**config.mk**
```make
export PLATFORM = sky130hd
export DESIGN_NAME = block_group_allocator
export DESIGN_NICKNAME = d
export VERILOG_FILES = /design/src/rtl/core/bga_pkg.sv /design/src/rtl/core/block_group_allocator.sv
export SDC_FILE = /design/constraint.sdc
export NUM_CORES = 1
export LEC_CHECK = 0
export ABC_AREA = 1
export CAP_MARGIN = 40
export CORE_MARGIN = 5
export CORE_UTILIZATION = 28
export DETAILED_ROUTE_END_ITERATION = 10
export DONT_BUFFER_PORTS = 1
export GPL_ROUTABILITY_DRIVEN = 1
export PLACE_DENSITY = 0.46
export SETUP_SLACK_MARGIN = 0.05
export SYNTH_ARGS = -nofsm -noshare
export SYNTH_HDL_FRONTEND = slang
export SYNTH_SLANG_ARGS = --single-unit
export TNS_END_PERCENT = 50
```
**constraint.sdc**
```tcl
create_clock -name clk -period 3.65 [get_ports clk]
set_clock_uncertainty 0.2 [all_clocks]
set_input_delay 0.365 -clock clk [delete_from_list [all_inputs] [get_ports clk]]
set_output_delay 0.365 -clock clk [all_outputs]
set_load 0.05 [all_outputs]
```
**src/rtl/core/bga_pkg.sv**
```systemverilog
// ----------------------------------------------------------------------------
// bga_pkg
// Shared constants of the block group allocator: field widths, register
// indexes, request kinds, register reset values and default sizing.
// ----------------------------------------------------------------------------
package bga_pkg;

  // default sizing
  localparam int GROUP_COUNT_DEF        = 8;
  localparam int INODES_PER_GROUP_DEF   = 32;
  localparam int INDIRECT_PER_GROUP_DEF = 4;

  // field widths
  localparam int INODE_W     = 16;
  localparam int INDEX_W     = 10;
  localparam int CFG_W       = 16;
  localparam int CFG_IDX_W   = 2;
  localparam int COUNT_W     = 16;
  localparam int BLOCK_W     = 32;
  localparam int GROUP_OUT_W = 6;
  localparam int S_DATA_W    = 32;
  localparam int M_DATA_W    = 40;

  // request kinds
  localparam logic ACT_NEAR_HOME = 1'b0;
  localparam logic ACT_SPREAD    = 1'b1;

  // configuration register indexes
  localparam logic [CFG_IDX_W-1:0] REG_AREA_START  = 2'd0;
  localparam logic [CFG_IDX_W-1:0] REG_BLOCKS_PER  = 2'd1;
  localparam logic [CFG_IDX_W-1:0] REG_DATA_OFFSET = 2'd2;
  localparam logic [CFG_IDX_W-1:0] REG_DATA_BLOCKS = 2'd3;

  // register reset values
  localparam logic [CFG_W-1:0] AREA_START_RST  = 16'd2;
  localparam logic [CFG_W-1:0] BLOCKS_PER_RST  = 16'd1024;
  localparam logic [CFG_W-1:0] DATA_OFFSET_RST = 16'd2;
  localparam logic [CFG_W-1:0] DATA_BLOCKS_RST = 16'd1000;

endpackage

```
**src/rtl/core/block_group_allocator.sv**
```systemverilog
// ----------------------------------------------------------------------------
// block_group_allocator
// Picks a block group with free data blocks for each request and returns the
// absolute block number; per-group used counts live in a small memory.
// ----------------------------------------------------------------------------
//
//  channel  | dir | tvalid/tready | payload
//  ---------+-----+---------------+------------------------------------------
//  s_*      | in  | yes           | tuser: action; tdata: inode, index
//  m_*      | out | yes           | tuser: all_full; tdata: block, group
//  cfg_*    | in  | write enable  | cfg_index, cfg_data
//
//  a request passes the quotient, modulo, start, scan, block arithmetic and
//  finish steps, skipping the arithmetic when all groups are full; a new
//  request is taken only back in idle. the scan probes up to GROUP_COUNT
//  groups for a near-home request and up to (GROUP_COUNT+1)/2 + GROUP_COUNT
//  for a spread request; one count-memory read per cycle, checked next cycle.
//  used counts come out of reset as zero through per-group valid bits; no
//  clearing pass. a result waiting on m_tready holds the finish step only.
//
module block_group_allocator
  import bga_pkg::*;
#(
  parameter int GROUP_COUNT        = GROUP_COUNT_DEF,
  parameter int INODES_PER_GROUP   = INODES_PER_GROUP_DEF,
  parameter int INDIRECT_PER_GROUP = INDIRECT_PER_GROUP_DEF
) (
  input  logic                 clk,
  input  logic                 rst,
  // request
  input  logic                 s_tvalid,
  output logic                 s_tready,
  input  logic [S_DATA_W-1:0]  s_tdata,   // [15:0] inode_number, [25:16] indirect_index
  input  logic                 s_tuser,   // [0] action
  // result
  output logic                 m_tvalid,
  input  logic                 m_tready,
  output logic [M_DATA_W-1:0]  m_tdata,   // [31:0] block_number, [37:32] chosen_group
  output logic                 m_tuser,   // [0] all_full
  // configuration
  input  logic                 cfg_we,
  input  logic [CFG_IDX_W-1:0] cfg_index,
  input  logic [CFG_W-1:0]     cfg_data
);

  localparam int GW = (GROUP_COUNT > 1) ? $clog2(GROUP_COUNT) : 1;

  // reciprocal constants for exact division by constants
  localparam int LH   = $clog2(INODES_PER_GROUP);
  localparam int SH_H = INODE_W + LH;
  localparam logic [INODE_W:0] MAG_H = (INODE_W+1)'(((64'd1 << SH_H)
      + 64'(INODES_PER_GROUP) - 64'd1) / 64'(INODES_PER_GROUP));
  localparam int LI   = $clog2(INDIRECT_PER_GROUP);
  localparam int SH_I = INDEX_W + LI;
  localparam logic [INDEX_W:0] MAG_I = (INDEX_W+1)'(((64'd1 << SH_I)
      + 64'(INDIRECT_PER_GROUP) - 64'd1) / 64'(INDIRECT_PER_GROUP));
  localparam int LN   = $clog2(GROUP_COUNT);
  localparam int SH_N = INODE_W + LN;
  localparam logic [INODE_W:0] MAG_N = (INODE_W+1)'(((64'd1 << SH_N)
      + 64'(GROUP_COUNT) - 64'd1) / 64'(GROUP_COUNT));

  localparam logic [GW-1:0] LAST_G = GW'(GROUP_COUNT - 1);

  // sequencer codes
  localparam logic [2:0] S_IDLE  = 3'd0;
  localparam logic [2:0] S_QUOT  = 3'd1;
  localparam logic [2:0] S_MODG  = 3'd2;
  localparam logic [2:0] S_START = 3'd3;
  localparam logic [2:0] S_SCAN  = 3'd4;
  localparam logic [2:0] S_MUL   = 3'd5;
  localparam logic [2:0] S_FIN   = 3'd6;

  logic [2:0]           state;

  // configuration registers
  logic [CFG_W-1:0]     area_start;
  logic [CFG_W-1:0]     blocks_per;
  logic [CFG_W-1:0]     data_offset;
  logic [CFG_W-1:0]     data_blocks;

  // request and start group
  logic                 act;
  logic [INODE_W-1:0]   x_home;
  logic [INDEX_W-1:0]   idx_q;
  logic [INODE_W-1:0]   v;
  logic [INODE_W-1:0]   qn;
  logic [2*INODE_W:0]   prod_h;
  logic [2*INDEX_W:0]   prod_i;
  logic [2*INODE_W:0]   prod_n;
  logic [INODE_W-1:0]   g0_wide;

  // scan
  logic [GW-1:0]        cur_g;
  logic [GW-1:0]        n;
  logic                 stride2;
  logic                 cur_end;
  logic [GW-1:0]        chk_g;
  logic                 chk_vld;
  logic                 chk_last;
  logic [GW-1:0]        nxt_g;
  logic                 stride2_next;
  logic                 last_probe;
  logic [GW:0]          sum2;

  // count memory
  logic [COUNT_W-1:0]   mem [GROUP_COUNT];
  logic [GROUP_COUNT-1:0] vld;
  logic [COUNT_W-1:0]   rd_data;
  logic                 rd_vld;
  logic [COUNT_W-1:0]   probe_cnt;
  logic                 probe_full;
  logic                 mem_we;

  // result
  logic [GW-1:0]        hit_g;
  logic [COUNT_W-1:0]   hit_cnt;
  logic                 fail;
  logic [BLOCK_W-1:0]   prod;
  logic [BLOCK_W-1:0]   base;

  assign s_tready = (state == S_IDLE);

  // configuration writes
  always_ff @(posedge clk) begin
    if (rst) begin
      area_start  <= AREA_START_RST;
      blocks_per  <= BLOCKS_PER_RST;
      data_offset <= DATA_OFFSET_RST;
      data_blocks <= DATA_BLOCKS_RST;
    end else if (cfg_we) begin
      case (cfg_index)
        REG_AREA_START:  area_start  <= cfg_data;
        REG_BLOCKS_PER:  blocks_per  <= cfg_data;
        REG_DATA_OFFSET: data_offset <= cfg_data;
        REG_DATA_BLOCKS: data_blocks <= cfg_data;
        default: ;
      endcase
    end
  end

  // division datapath
  assign prod_h  = (2*INODE_W+1)'(x_home) * (2*INODE_W+1)'(MAG_H);
  assign prod_i  = (2*INDEX_W+1)'(idx_q) * (2*INDEX_W+1)'(MAG_I);
  assign prod_n  = (2*INODE_W+1)'(v) * (2*INODE_W+1)'(MAG_N);
  assign g0_wide = v - INODE_W'(qn * INODE_W'(GROUP_COUNT));

  // next probe of the scan
  always_comb begin
    sum2         = {1'b0, cur_g} + (GW+1)'(2);
    nxt_g        = cur_g + GW'(1);
    stride2_next = stride2;
    last_probe   = 1'b0;
    if (act == ACT_NEAR_HOME) begin
      last_probe = (n == LAST_G);
      nxt_g      = (cur_g == LAST_G) ? '0 : cur_g + GW'(1);
    end else if (stride2) begin
      if (sum2 >= (GW+1)'(GROUP_COUNT)) begin
        nxt_g        = '0;
        stride2_next = 1'b0;
      end else begin
        nxt_g = sum2[GW-1:0];
      end
    end else begin
      last_probe = (cur_g == LAST_G);
    end
  end

  // probe check on the count read last cycle
  assign probe_cnt  = rd_vld ? rd_data : '0;
  assign probe_full = (probe_cnt >= data_blocks);
  assign mem_we     = (state == S_SCAN) && chk_vld && !probe_full;

  // count memory, one read and one write port
  always_ff @(posedge clk) begin
    if (mem_we) begin
      mem[chk_g] <= probe_cnt + COUNT_W'(1);
    end
    rd_data <= mem[cur_g];
    rd_vld  <= vld[cur_g];
  end

  // entry valid bits, a cleared entry reads as zero
  always_ff @(posedge clk) begin
    if (rst) begin
      vld <= '0;
    end else if (mem_we) begin
      vld[chk_g] <= 1'b1;
    end
  end

  // result valid, raised by the finish step and dropped once taken
  always_ff @(posedge clk) begin
    if (rst) begin
      m_tvalid <= 1'b0;
    end else if ((state == S_FIN) && (!m_tvalid || m_tready)) begin
      m_tvalid <= 1'b1;
    end else if (m_tready) begin
      m_tvalid <= 1'b0;
    end
  end

  // sequencer
  always_ff @(posedge clk) begin
    if (rst) begin
      state    <= S_IDLE;
      chk_vld  <= 1'b0;
    end else begin
      case (state)
        S_IDLE: begin
          if (s_tvalid) begin
            act    <= s_tuser;
            x_home <= s_tdata[INODE_W-1:0] - INODE_W'(1);
            idx_q  <= s_tdata[INODE_W +: INDEX_W];
            state  <= S_QUOT;
          end
        end
        S_QUOT: begin
          if (act == ACT_SPREAD) begin
            v <= INODE_W'(prod_i >> SH_I) + INODE_W'(1);
          end else begin
            v <= INODE_W'(prod_h >> SH_H);
          end
          state <= S_MODG;
        end
        S_MODG: begin
          qn    <= INODE_W'(prod_n >> SH_N);
          state <= S_START;
        end
        S_START: begin
          cur_g   <= g0_wide[GW-1:0];
          n       <= '0;
          stride2 <= 1'b1;
          cur_end <= 1'b0;
          chk_vld <= 1'b0;
          state   <= S_SCAN;
        end
        S_SCAN: begin
          if (chk_vld && !probe_full) begin
            hit_g   <= chk_g;
            hit_cnt <= probe_cnt;
            fail    <= 1'b0;
            chk_vld <= 1'b0;
            state   <= S_MUL;
          end else if (chk_vld && chk_last) begin
            fail    <= 1'b1;
            chk_vld <= 1'b0;
            state   <= S_FIN;
          end else begin
            chk_vld  <= !cur_end;
            chk_g    <= cur_g;
            chk_last <= last_probe;
            if (!cur_end) begin
              cur_g   <= nxt_g;
              n       <= n + GW'(1);
              stride2 <= stride2_next;
              cur_end <= last_probe;
            end
          end
        end
        S_MUL: begin
          prod  <= BLOCK_W'(hit_g) * BLOCK_W'(blocks_per);
          base  <= BLOCK_W'(area_start) + BLOCK_W'(data_offset) + BLOCK_W'(hit_cnt);
          state <= S_FIN;
        end
        S_FIN: begin
          if (!m_tvalid || m_tready) begin
            m_tuser  <= fail;
            if (fail) begin
              m_tdata <= '0;
            end else begin
              m_tdata <= {(M_DATA_W-BLOCK_W-GROUP_OUT_W)'(0),
                          GROUP_OUT_W'(hit_g), prod + base};
            end
            state <= S_IDLE;
          end
        end
        default: state <= S_IDLE;
      endcase
    end
  end

  // a count update is followed by the block number arithmetic
  a_write_then_mul: assert property (@(posedge clk) disable iff (rst)
    mem_we |=> (state == S_MUL))
    else $error("count update not followed by block arithmetic");

  // results come only from the finish step
  a_result_source: assert property (@(posedge clk) disable iff (rst)
    $rose(m_tvalid) |-> ($past(state) == S_FIN))
    else $error("result raised outside finish step");

  // a full answer carries no block and no group
  a_full_is_empty: assert property (@(posedge clk) disable iff (rst)
    (m_tvalid && m_tuser) |-> (m_tdata == '0))
    else $error("full answer carries data");

  // probed groups stay within the group range
  a_probe_range: assert property (@(posedge clk) disable iff (rst)
    ((state == S_SCAN) && chk_vld) |-> (chk_g <= LAST_G))
    else $error("probe outside group range");

endmodule

```
==> summary.md, run 1 <==
| Metric | Value |
|---|---|
| Switching share of power | 27.5% |
| Cell taking the most area after synthesis | edfxtp_1 |
| Worst Setup End Kind | register |
| Largest family of logic cells by synthesized area | simple AND/OR/NAND/NOR gates |
| Area share of xor/xnor cells in the synthesized design | 2.37% |
| First-pass GRT wire length | 59700 um |
| Reg2Reg Setup Slack | 470 ps |
| Vias/cell | 4.45 |
| Yosys reg bits | 325 |
| CP max stage delay | 500 ps |
| Psw | 0.00257 W |
| Mux cell area share after synthesis | 0% |
| Post-synth EDFFs | 231 |
| Initial antenna violation count | 1 |
| DRC viols | 0 |
| Cell depth of the worst flop-to-flop path | 9 |
| Clk slew on worst S/H paths | 60 ps |
| Combinational power share | 14.7% |
| Placed wire-length estimate | 26200 um |
| Chip Height | 248 um |
| Syn Area/Cell | 9.95 um^2 |
| Crit path cell chain | fa_1 -> ha_1 -> inv_1 -> fa_1 -> o31a_1 -> o21ai_0 -> a21oi_1 -> o21ai_0 -> xor2_1 |
| Number of cells produced by synthesis | 1596 |
| Peak VDD IR | 0.309 mV |
| Max_cap viols | 0 |
| Setup WS post-layout | 470 ps |
| Tot GR Track Use | 12.2% |
| Synth Area in Compound Gates | 11.0% |
| Status | complete, no violations |
| Drt pass-1 iters | 4 |
| Worst Path Max Fanout | 3 |
| Seq/Total Area, Yosys | 55.5% |
| Starting Density | 28.2% |
| Max_slew headroom | 41.9% |
| Final hold violations | 0 |
| H-Tree Level Count | 2 |
| Pwr/cell area | 507 nW/um^2 |
| Grt ovf | 0 |
| Via count | 10830 |
| Lkg Pwr | 7.49 nW |
| Synth Flop Type | edfxtp_1 |
| Clk_lat worst skew | 540 ps |
| Critical-path top delay cell | fa_1 |
| RSZ-0062 raised after global routing | false |
| CTS max path bufs | 3 |
| WHS Path Cells | 4 |
| Row count | 87 |
| Fin. max-slew vios | 0 |
| Drt first-iter violations | 567 |
| Root Buffer | clkbuf_16 |
| Routability Congestion | 0.831 |
| Cell Int Power | 0.00678 W |
| Post-cts gate resize count | 0 |
| CTS sink cnt | 325 |
| Total Nets Final | 1812 |
| Clock power share | 38.7% |
| Fillers | 5753 |
| Worst EP required | 3730 ps |
| Final Setup Violations | 0 |
| Worst hold start | cfg_index[1] |
| HP Class | input pin to register |
| Post-synth top area share | 43.7% |
| Critical path class | register to register |
| Number of global-route vias before repair | 10990 |
| Critical R2R Launch | hit_cnt[1]$_DFFE_PP_ |
| Area of the die | 61600 um^2 |
| R2r endpoint | base[9]$_DFFE_PP_ |
| Synth Cell Area | 15900 um^2 |
| Area contributors post-synth | edfxtp_1, dfxtp_1, nor2_1 |
| Post-CTS setup buffers | 0 |
| Multi-input logic area | 6150 um^2 |
| Core Box Area | 56300 um^2 |
| Hold_buf cts | 29 |
| Wire length per cell | 15.3 um |
| Detail Route Antenna Nets | 0 |
| FMAX | 315 MHz |
| Width of the die | 248 um |
| Share of cells above drive strength 1 | 7.81% |
| WP data arrival | 3250 ps |
| CTS tree | done |
| Asr flop ratio synth | 0% |
| Adder-cell area share of the yosys netlist | 9.91% |
| Layout overhead on the synthesized area | 16.1% |
| Crit start category | register |
| Tmin final | 3180 ps |
| Routed wire length | 37300 um |
| Final period utilization | 87.1% |
| Least-Margin Pin Slew | 868 ps |
| Seq pwr share | 46.6% |
| Post-Synth Simple-Gate Area | 14.9% |
| Largest net degree at the start of global routing | 64 |
| Port Buffer Count | 0 |
| FF+latch area | 8820 um^2 |
| Synth cell types | 50 |
| DP Worst Slack | 453 ps |
| Worst Hold End | area_start[1]$_SDFFE_PP1P_ |
| Num CTS Buffers | 37 |
| Num ports | 99 |
| Setup TNS Final | 0 ps |
| Syn. warnings | 0 |
[state kept, by name, indices dropped and copies added, names as in the netlist, 3 cells and up]
| signal | cells |
|---|---|
| x_home | 3 |
| mem | 128 |
| n | 3 |
| m_tdata | 23 |
| chk_g | 3 |
| state | 3 |
| area_start | 16 |
| cur_g | 3 |
| hit_cnt | 16 |
| base | 18 |
| rd_data | 16 |
| blocks_per | 16 |
| vld | 8 |
| v | 3 |
| hit_g | 3 |
| idx_q | 3 |
| data_offset | 16 |
| data_blocks | 16 |
| prod | 19 |
[worst max-delay path: cells and delay by family (launching register included)]
kind / cells / cell delay [ps]
compound gates: 4 / 1030
xor+xnor: 1 / 100
fa+ha+maj: 3 / 1110
buf+inv: 1 / 60
flops: 1 / 420
[metal layers]
layer,vias up,part of all wire (%),GRT usage (%)
met2,158,49,21.1
met3,63,2.9,1.92
li1,5476,-,-
met4,0,2.6,3.81
met5,-,0,0
met1,5133,46,15.7
[power groups by stage]
stage / Clock (W) / Sequential [W] / Combinational [W]
finish: 0.00362 / 0.00436 / 0.00137
global route: 0.00389 / 0.00438 / 0.00157
CTS: 0.00375 / 0.00436 / 0.00139
detailed placement: 0 / 0.00444 / 0.00134
global placement: 0 / 0.00444 / 0.00132
floorplan: 0 / 0.00440 / 0.00100
[metrics by stage]
| stage | power, W | std cells | hold WS, ps | area [um^2] | utilization (%) |
|---|---|---|---|---|---|
| global placement | 0.00576 | 2337 | 239 | 16900 | 30.1 |
| detailed placement | 0.00578 | 2338 | 237 | 17000 | 30.1 |
| floorplan | 0.00540 | 1612 | 224 | 15900 | - |
| global route | 0.00984 | 2435 | 46.9 | 18400 | 32.8 |
| CTS | 0.00950 | 2434 | 9.07 | 18400 | 32.8 |
| finish | 0.00935 | 2435 | 34.6 | 18400 | 32.8 |
[synthesized netlist by cell type (all sizes together), types with 2 or more instances]
library cell	number
a21boi	3
a21oi	99
a31oi	23
buf	21
clkbuf	47
clkinv	4
dfxtp	94
edfxtp	231
fa	33
ha	73
inv	170
nand2	197
nand3	38
nand3b	4
nand4	8
nor2	282
nor3	18
nor4	2
o2111ai	2
o211ai	2
o21a	3
o21ai	167
o21bai	5
o22ai	17
o31ai	2
xnor2	8
xor2	35
[cells by family after synthesis]
group | after synthesis
and+or+nand+nor | 551
AOI/OAI and AO/OA | 328
DFF | 325
buffers and inverters | 242
adders and majority gates | 106
xor gates and xnor gates | 43
other | 1
[final cells by class]
cell class,count,share of cell area (%)
antenna,1,0.0136
clock buffer,55,6.11
clock inverter,12,0.373
inverter,174,3.54
multi-input combinational,1045,33.4
sequential,325,47.8
tap,756,5.13
timing repair buffer,67,3.66
[cell usage in the layout, fill, tap and decap left out, drive strengths merged, types with 2 or more instances in the layout]
cell type    instances
a31oi               23
xor2                35
o21a                 3
nor4                 2
buf                 38
edfxtp             231
o211ai               2
a21boi               3
conb                17
nor3                18
clkinv              14
a21oi               99
dlygate4sd3         29
xnor2                8
ha                  73
nand2              197
o31ai                2
nand4                8
o21bai               5
nand3               38
fa                  33
nand3b               4
nor2               282
dfxtp               94
clkbuf              55
o21ai              167
o22ai               17
o2111ai              2
inv                171
[worst max path at each step]
| stage | startpoint | end | depth (start not counted) |
|---|---|---|---|
| global route | hit_g[0]$_DFFE_PP_ | prod[18]$_DFFE_PP_ | 15 |
| global placement | rd_vld$_DFF_P_ | mem[7][10]$_DFFE_PP_ | 12 |
| finish | hit_cnt[1]$_DFFE_PP_ | base[9]$_DFFE_PP_ | 9 |
| CTS | rd_vld$_DFF_P_ | mem[7][11]$_DFFE_PP_ | 12 |
| detailed placement | rd_vld$_DFF_P_ | mem[7][10]$_DFFE_PP_ | 12 |
| floorplan | hit_g[2]$_DFFE_PP_ | prod[10]$_DFFE_PP_ | 15 |
No activity file was read; power rests on OpenSTA's default activity.
==> run 2, diff against run 1 <==
--- a/config.mk
+++ b/config.mk
@@ -9,6 +9,7 @@
 export CAP_MARGIN = 40
 export CORE_MARGIN = 5
 export CORE_UTILIZATION = 28
+export CTS_BUF_LIST = sky130_fd_sc_hd__clkbuf_8
 export DETAILED_ROUTE_END_ITERATION = 10
 export DONT_BUFFER_PORTS = 1
 export GPL_ROUTABILITY_DRIVEN = 1
==> constraint.sdc (replaced) <==
create_clock -name clk -period 2.8 [get_ports clk]
set_clock_uncertainty 0.2 [all_clocks]
set_input_delay 0.28 -clock clk [delete_from_list [all_inputs] [get_ports clk]]
set_output_delay 0.28 -clock clk [all_outputs]
set_load 0.05 [all_outputs]
==> run 2 against run 1 <==
Against the previous run: via count up 6.6%; global-route usage up 0.45 points; first-iteration DRC count decreased by 7.2%; wire length grew 6.3%; sequential cell count did not move; maximum frequency up 14%; design area rose by 9.7%; non-clock buffer count up 128; clock power grew 17%; critical path type unchanged.
==> summary.md, run 2 (synthesis gave the netlist of run 1 again) <==
| Metric | Value |
|---|---|
| DP Worst Slack | -157 ps |
| Routability Congestion | 0.819 |
| Row count | 87 |
| Fillers | 5699 |
| Post-route cell area | 20200 um^2 |
| Least-Margin Pin Slew | 735 ps |
| Status | complete, no violations |
| Via count | 11541 |
| Placed wire-length estimate | 26800 um |
| RSZ-0062 raised after global routing | true |
| Drt pass-1 iters | 5 |
| CTS tree | done |
| Share of cells above drive strength 1 | 20.2% |
| H-Tree Level Count | 2 |
| Port Buffer Count | 0 |
| Width of the die | 248 um |
| WHS Path Cells | 5 |
| Number of global-route vias before repair | 11738 |
| Worst Setup End Kind | register |
| CP Buf/Inv Count | 4 |
| Final Setup Violations | 0 |
| Setup WS post-layout | 8.94 ps |
| Biggest regs | mem x128, m_tdata x23, prod x19 |
| Wire length per cell | 15.2 um |
| Area of the die | 61600 um^2 |
| Worst Hold End | data_blocks[0]$_SDFFE_PP0P_ |
| Fin Hold WS | 3.26 ps |
| Detail Route Antenna Nets | 0 |
| Reg2Reg Setup Slack | 9 ps |
| Family with the most delay on the worst path | adder cells |
| R2r endpoint | prod[10]$_DFFE_PP_ |
| Worst EP required | 2990 ps |
| Core Box Area | 56300 um^2 |
| Routed met2 length | 19400 um |
| Most flop-heavy register | mem |
| Lkg Pwr | 8.24 nW |
| M1 WL | 17900 um |
| Num CTS Buffers | 57 |
| Chip Height | 248 um |
| Most common cell after layout, fill and taps aside | nor2_1 |
| Largest net degree at the start of global routing | 71 |
| Crit path cell chain | buf_6 -> nand2_2 -> fa_1 -> inv_1 -> ha_2 -> inv_2 -> fa_2 -> inv_2 -> a31oi_4 -> o21ai_2 -> a21oi_1 -> nor2_1 -> nor2_1 -> xnor2_1 |
| Starting Density | 28.2% |
| Max_cap viols | 0 |
| Worst hold start | cfg_we |
| Final period utilization | 99.7% |
| CTS max path bufs | 3 |
| Top Layer Used | met4 |
| Commonest cells after routing, fill and taps aside | nor2_1, edfxtp_1, inv_1 |
| Routed wire length | 39600 um |
| Worst Path Max Fanout | 13 |
| Num ports | 99 |
| Tot GR Track Use | 12.6% |
| Layout overhead on the synthesized area | 27.4% |
| Max reg flops | 128 |
| Critical path class | register to register |
| WL met3 | 1200 um |
| Cell depth of the worst flop-to-flop path | 14 |
| Clk slew on worst S/H paths | 60 ps |
| Critical-path top delay cell | fa_1 |
| Design Power | 0.0122 W |
| Initial antenna violation count | 1 |
| CP max stage delay | 460 ps |
| Vias/cell | 4.43 |
| Crit start category | register |
| Fin. max-slew vios | 0 |
| Root Buffer | clkbuf_8 |
| DRC viols | 0 |
| FMAX | 358 MHz |
| Placed cell area | 17800 um^2 |
| Max_slew headroom | 50.8% |
| HP Class | input pin to register |
| CTS sink cnt | 325 |
| Grt ovf | 0 |
| Final hold violations | 0 |
| Peak VDD IR | 0.340 mV |
| Pwr/cell area | 603 nW/um^2 |
| Clk_lat worst skew | 630 ps |
| Critical R2R Launch | hit_g[2]$_DFFE_PP_ |
| Tmin final | 2790 ps |
| WP data arrival | 2990 ps |
| Total Nets Final | 1960 |
| Drt first-iter violations | 526 |
| First-pass GRT wire length | 62000 um |
==> run 2: changes by cell type in the layout (fill, tap and decap cells not counted), sizes merged <==
cell         delta
buf           +106
inv            +28
dlygate4sd3    +21
clkbuf         +17
clkinv          -4
clkinvlp        +1
==> run 2: how the worst max path moves through the flow <==
stage	cells after the start	slack (ps)	from	endpoint
global placement	12	-140	hit_g[2]$_DFFE_PP_	prod[16]$_DFFE_PP_
CTS	14	-80	hit_g[2]$_DFFE_PP_	prod[10]$_DFFE_PP_
finish	14	9	hit_g[2]$_DFFE_PP_	prod[10]$_DFFE_PP_
global route	15	-190	hit_g[2]$_DFFE_PP_	prod[18]$_DFFE_PP_
floorplan	15	-70	hit_g[0]$_DFFE_PP_	prod[10]$_DFFE_PP_
detailed placement	11	-160	hit_g[2]$_DFFE_PP_	prod[15]$_DFFE_PP_
==> run 2: power breakdown <==
group	total (W)	switching (W)	internal (W)	leakage, nW
clock	0.00425	0.00197	0.00228	0.688
combinational	0.00223	0.00136	0.000866	4.68
sequential	0.00571	0.000213	0.00550	2.88
==> run 2: worst min-delay path: stages <==
cell and delay (ps):
nand2_1 70, nor2_1 40, buf_4 180, o21ai_0 170, nor2_1 50
==> run 2: per-layer routing <==
layer / up-vias / track usage [%]
li1: 5786 / -
met1: 5506 / 15.8
met2: 169 / 21.9
met3: 80 / 2.25
met4: 0 / 4.66
met5: - / 0
==> run 2: through the flow <==
stage                     utilization (%)  TNS [ps]  std cells
after global placement               31.7     -1430       2429
after detailed placement             31.7     -5270       2429
after floorplan                         -     -7020       1612
after CTS                            34.9      -200       2593
final                                35.9         0       2604
after global routing                 35.9     -1120       2603
==> run 2: final cells by class <==
type,count,area [um^2],area share [%]
Antenna cell,1,2.50,0.0124
Clock buffer,71,977,4.83
Clock inverter,37,158,0.779
Inverter,174,662,3.27
Multi-Input combinational cell,1045,6800,33.6
Sequential cell,325,8820,43.6
Tap cell,756,946,4.68
Timing Repair Buffer,195,1860,9.17
==> run 2: what timing repair did <==
| action | 4_1_cts | 5_1_grt |
|---|---|---|
| setup endpoints to repair | 206 | 218 |
| cloned | 1 | 1 |
| pin swaps | 8 | 25 |
| hold buffers | 52 | 0 |
| gates resized for setup | 34 | 101 |
| endpoints found under the hold margin | 187 | 0 |
| buffers inserted | 3 | 10 |
==> run 3, diff against run 2 <==
--- a/config.mk
+++ b/config.mk
@@ -8,12 +8,12 @@
 export ABC_AREA = 1
 export CAP_MARGIN = 40
 export CORE_MARGIN = 5
-export CORE_UTILIZATION = 28
+export CORE_UTILIZATION = 55
 export CTS_BUF_LIST = sky130_fd_sc_hd__clkbuf_8
 export DETAILED_ROUTE_END_ITERATION = 10
 export DONT_BUFFER_PORTS = 1
 export GPL_ROUTABILITY_DRIVEN = 1
-export PLACE_DENSITY = 0.46
+export PLACE_DENSITY = 0.76
 export SETUP_SLACK_MARGIN = 0.05
 export SYNTH_ARGS = -nofsm -noshare
 export SYNTH_HDL_FRONTEND = slang
==> run 3 against run 2 <==
Against the previous run: the flow now finishes with violations (DRC, setup timing); first-iteration DRC count increased by 110%; clock power decreased by 4%; die area decreased by 47%; global-route usage increased by 8.9 points; combinational power increased by 4%; sequential power about the same; design area decreased by 2.2%; critical path type unchanged; critical endpoint is now prod[18]$_DFFE_PP_.
==> summary.md, run 3 (synthesis gave the netlist of run 1 again) <==
| Metric | Value |
|---|---|
| Fillers | 1872 |
| Worst Path Max Fanout | 7 |
| Reg2Reg Setup Slack | -170 ps |
| Chip Height | 180 um |
| Max reg flops | 128 |
| Most flop-heavy register | mem |
| Placed wire-length estimate | 23300 um |
| Vias/cell | 5.60 |
| Num ports | 99 |
| Pwr/cell area | 611 nW/um^2 |
| Cell depth of the worst flop-to-flop path | 15 |
| CTS tree | done |
| Routability Congestion | 0.861 |
| Share of cells above drive strength 1 | 21.7% |
| Tmin final | 2970 ps |
| Grt peak-use layer | met2 |
| Number of global-route vias before repair | 11817 |
| M3 GR Usage | 3.23% |
| Fin Hold WS | 53.1 ps |
| Final period utilization | 106% |
| R2r endpoint | prod[18]$_DFFE_PP_ |
| Detail Route Antenna Nets | 0 |
| Tot GR Track Use | 21.5% |
| FF+latch area | 8820 um^2 |
| Max_slew headroom | 53.7% |
| Lkg Pwr | 8.10 nW |
| First-pass GRT wire length | 57600 um |
| HP Class | input pin to register |
| RSZ-0062 raised after global routing | true |
| Via count | 12314 |
| WHS Path Cells | 5 |
| Failing checks | DRC, setup timing |
| Core Box Area | 28600 um^2 |
| Most common cell after layout, fill and taps aside | nor2_1 |
| Max_cap viols | 0 |
| Drt first-iter violations | 1111 |
| Row count | 62 |
| Worst Setup End Kind | register |
| Clk slew on worst S/H paths | 60 ps |
| Fin. max-slew vios | 0 |
| Placed cell area | 17000 um^2 |
| Worst Hold End | data_offset[4]$_SDFFE_PP0P_ |
| Met1 Track Usage GR | 25.4% |
| Worst hold start | cfg_we |
| Starting Density | 55.5% |
| Commonest cells after routing, fill and taps aside | nor2_1, edfxtp_1, inv_1 |
| Largest net degree at the start of global routing | 64 |
| Setup WS post-layout | -170 ps |
| Root Buffer | clkbuf_8 |
| Routed wire length | 39500 um |
| Clk_lat worst skew | 610 ps |
| Port Buffer Count | 0 |
| Least-Margin Pin Slew | 695 ps |
| Num CTS Buffers | 52 |
| Critical path class | register to register |
| Grt ovf | 0 |
| GR Util met2 | 39.7% |
| WP data arrival | 3080 ps |
| Critical R2R Launch | hit_g[2]$_DFFE_PP_ |
| DRC viols | 1 |
| Crit start category | register |
| Drt pass-1 iters | 8 |
| Layout overhead on the synthesized area | 24.5% |
| Final hold violations | 0 |
| Final Setup Violations | 10 |
| Post-route cell area | 19800 um^2 |
| Width of the die | 180 um |
| Status | finished with violations |
| CTS sink cnt | 325 |
| Initial antenna violation count | 3 |
| H-Tree Level Count | 2 |
| Worst EP required | 2910 ps |
| Peak VDD IR | 0.606 mV |
| Multi-input logic area | 7040 um^2 |
| Biggest regs | mem x128, m_tdata x23, prod x19 |
| CTS max path bufs | 3 |
| Total Nets Final | 1929 |
| Area of the die | 32400 um^2 |
| FMAX | 337 MHz |
| Wire length per cell | 18.0 um |
run 3: cell types whose count changed in the layout (fill, tap and decap cells not counted), moves of 4 or more:
cell	before	now
buf_4	118	97
dlygate4sd3_1	50	46
nand2_2	26	34
inv_1	174	159
inv_4	2	6
ha_4	23	27
a21oi_2	13	18
a21oi_1	85	77
nand2_1	164	148
nand2_4	6	12
clkbuf_8	71	67
ha_1	46	40
run 3: per-stage QoR:
stage | setup WS (ps) | TNS, ps | total power (W) | instances | utilization [%]
4_1_cts | -63.1 | -204 | 0.0117 | 2167 | 65.9
5_1_grt | -255 | -3600 | 0.0126 | 2197 | 69.1
3_3_place_gp | -109 | -545 | 0.00750 | 2010 | 59.3
6_report | -170 | -828 | 0.0121 | 2197 | 69.1
2_1_floorplan | -73.3 | -7020 | 0.00705 | 1612 | -
3_5_place_dp | -131 | -1060 | 0.00758 | 2010 | 59.3
run 3: how the worst max path moves through the flow:
stage / start / end / depth (start not counted)
after detailed placement: hit_g[0]$_DFFE_PP_ / prod[15]$_DFFE_PP_ / 11
final: hit_g[2]$_DFFE_PP_ / prod[18]$_DFFE_PP_ / 15
after CTS: hit_g[2]$_DFFE_PP_ / prod[16]$_DFFE_PP_ / 13
after floorplan: hit_g[0]$_DFFE_PP_ / prod[10]$_DFFE_PP_ / 15
after global placement: hit_g[0]$_DFFE_PP_ / prod[15]$_DFFE_PP_ / 11
after global routing: hit_g[2]$_DFFE_PP_ / prod[18]$_DFFE_PP_ / 15
run 3: critical path, cell delays in order, from the launching register on:
cell,delay (ps)
edfxtp_1,410
buf_6,150
nand2_2,70
fa_1,540
inv_1,60
ha_4,240
nand2_1,80
nand2_2,90
nand3_2,80
nand2_2,60
nand2_2,100
o2111ai_4,160
nand3_4,140
nand3_2,100
nand4_1,90
o211ai_1,90
run 3: final cells by class:
class	instances	share of cell area [%]
Antenna cell	3	0.0380
Clock buffer	67	4.66
Clock inverter	30	0.683
Inverter	174	3.47
Multi-Input combinational cell	1045	35.6
Sequential cell	325	44.6
Tap cell	384	2.43
Timing Repair Buffer	169	8.50
run 3: power breakdown:
part	switching [W]	internal [W]
clock network	0.00190	0.00215
logic	0.00146	0.000847
registers	0.000221	0.00550
run 3: per-layer routing:
layer | part of all wire (%) | wire length [um]
met1 | 38 | 15100
met2 | 52 | 20600
met3 | 5.5 | 2180
met4 | 4.2 | 1670
met5 | 0 | 0
run 3: repair_timing:
| item | CTS | global route |
|---|---|---|
| pin swaps | 28 | 53 |
| setup endpoints to repair | 69 | 163 |
| hold buffers | 46 | 0 |
| gates resized for setup | 57 | 145 |
| buffers inserted | 11 | 22 |
| gates cloned | 3 | 4 |
| endpoints found under the hold margin | 159 | 0 |
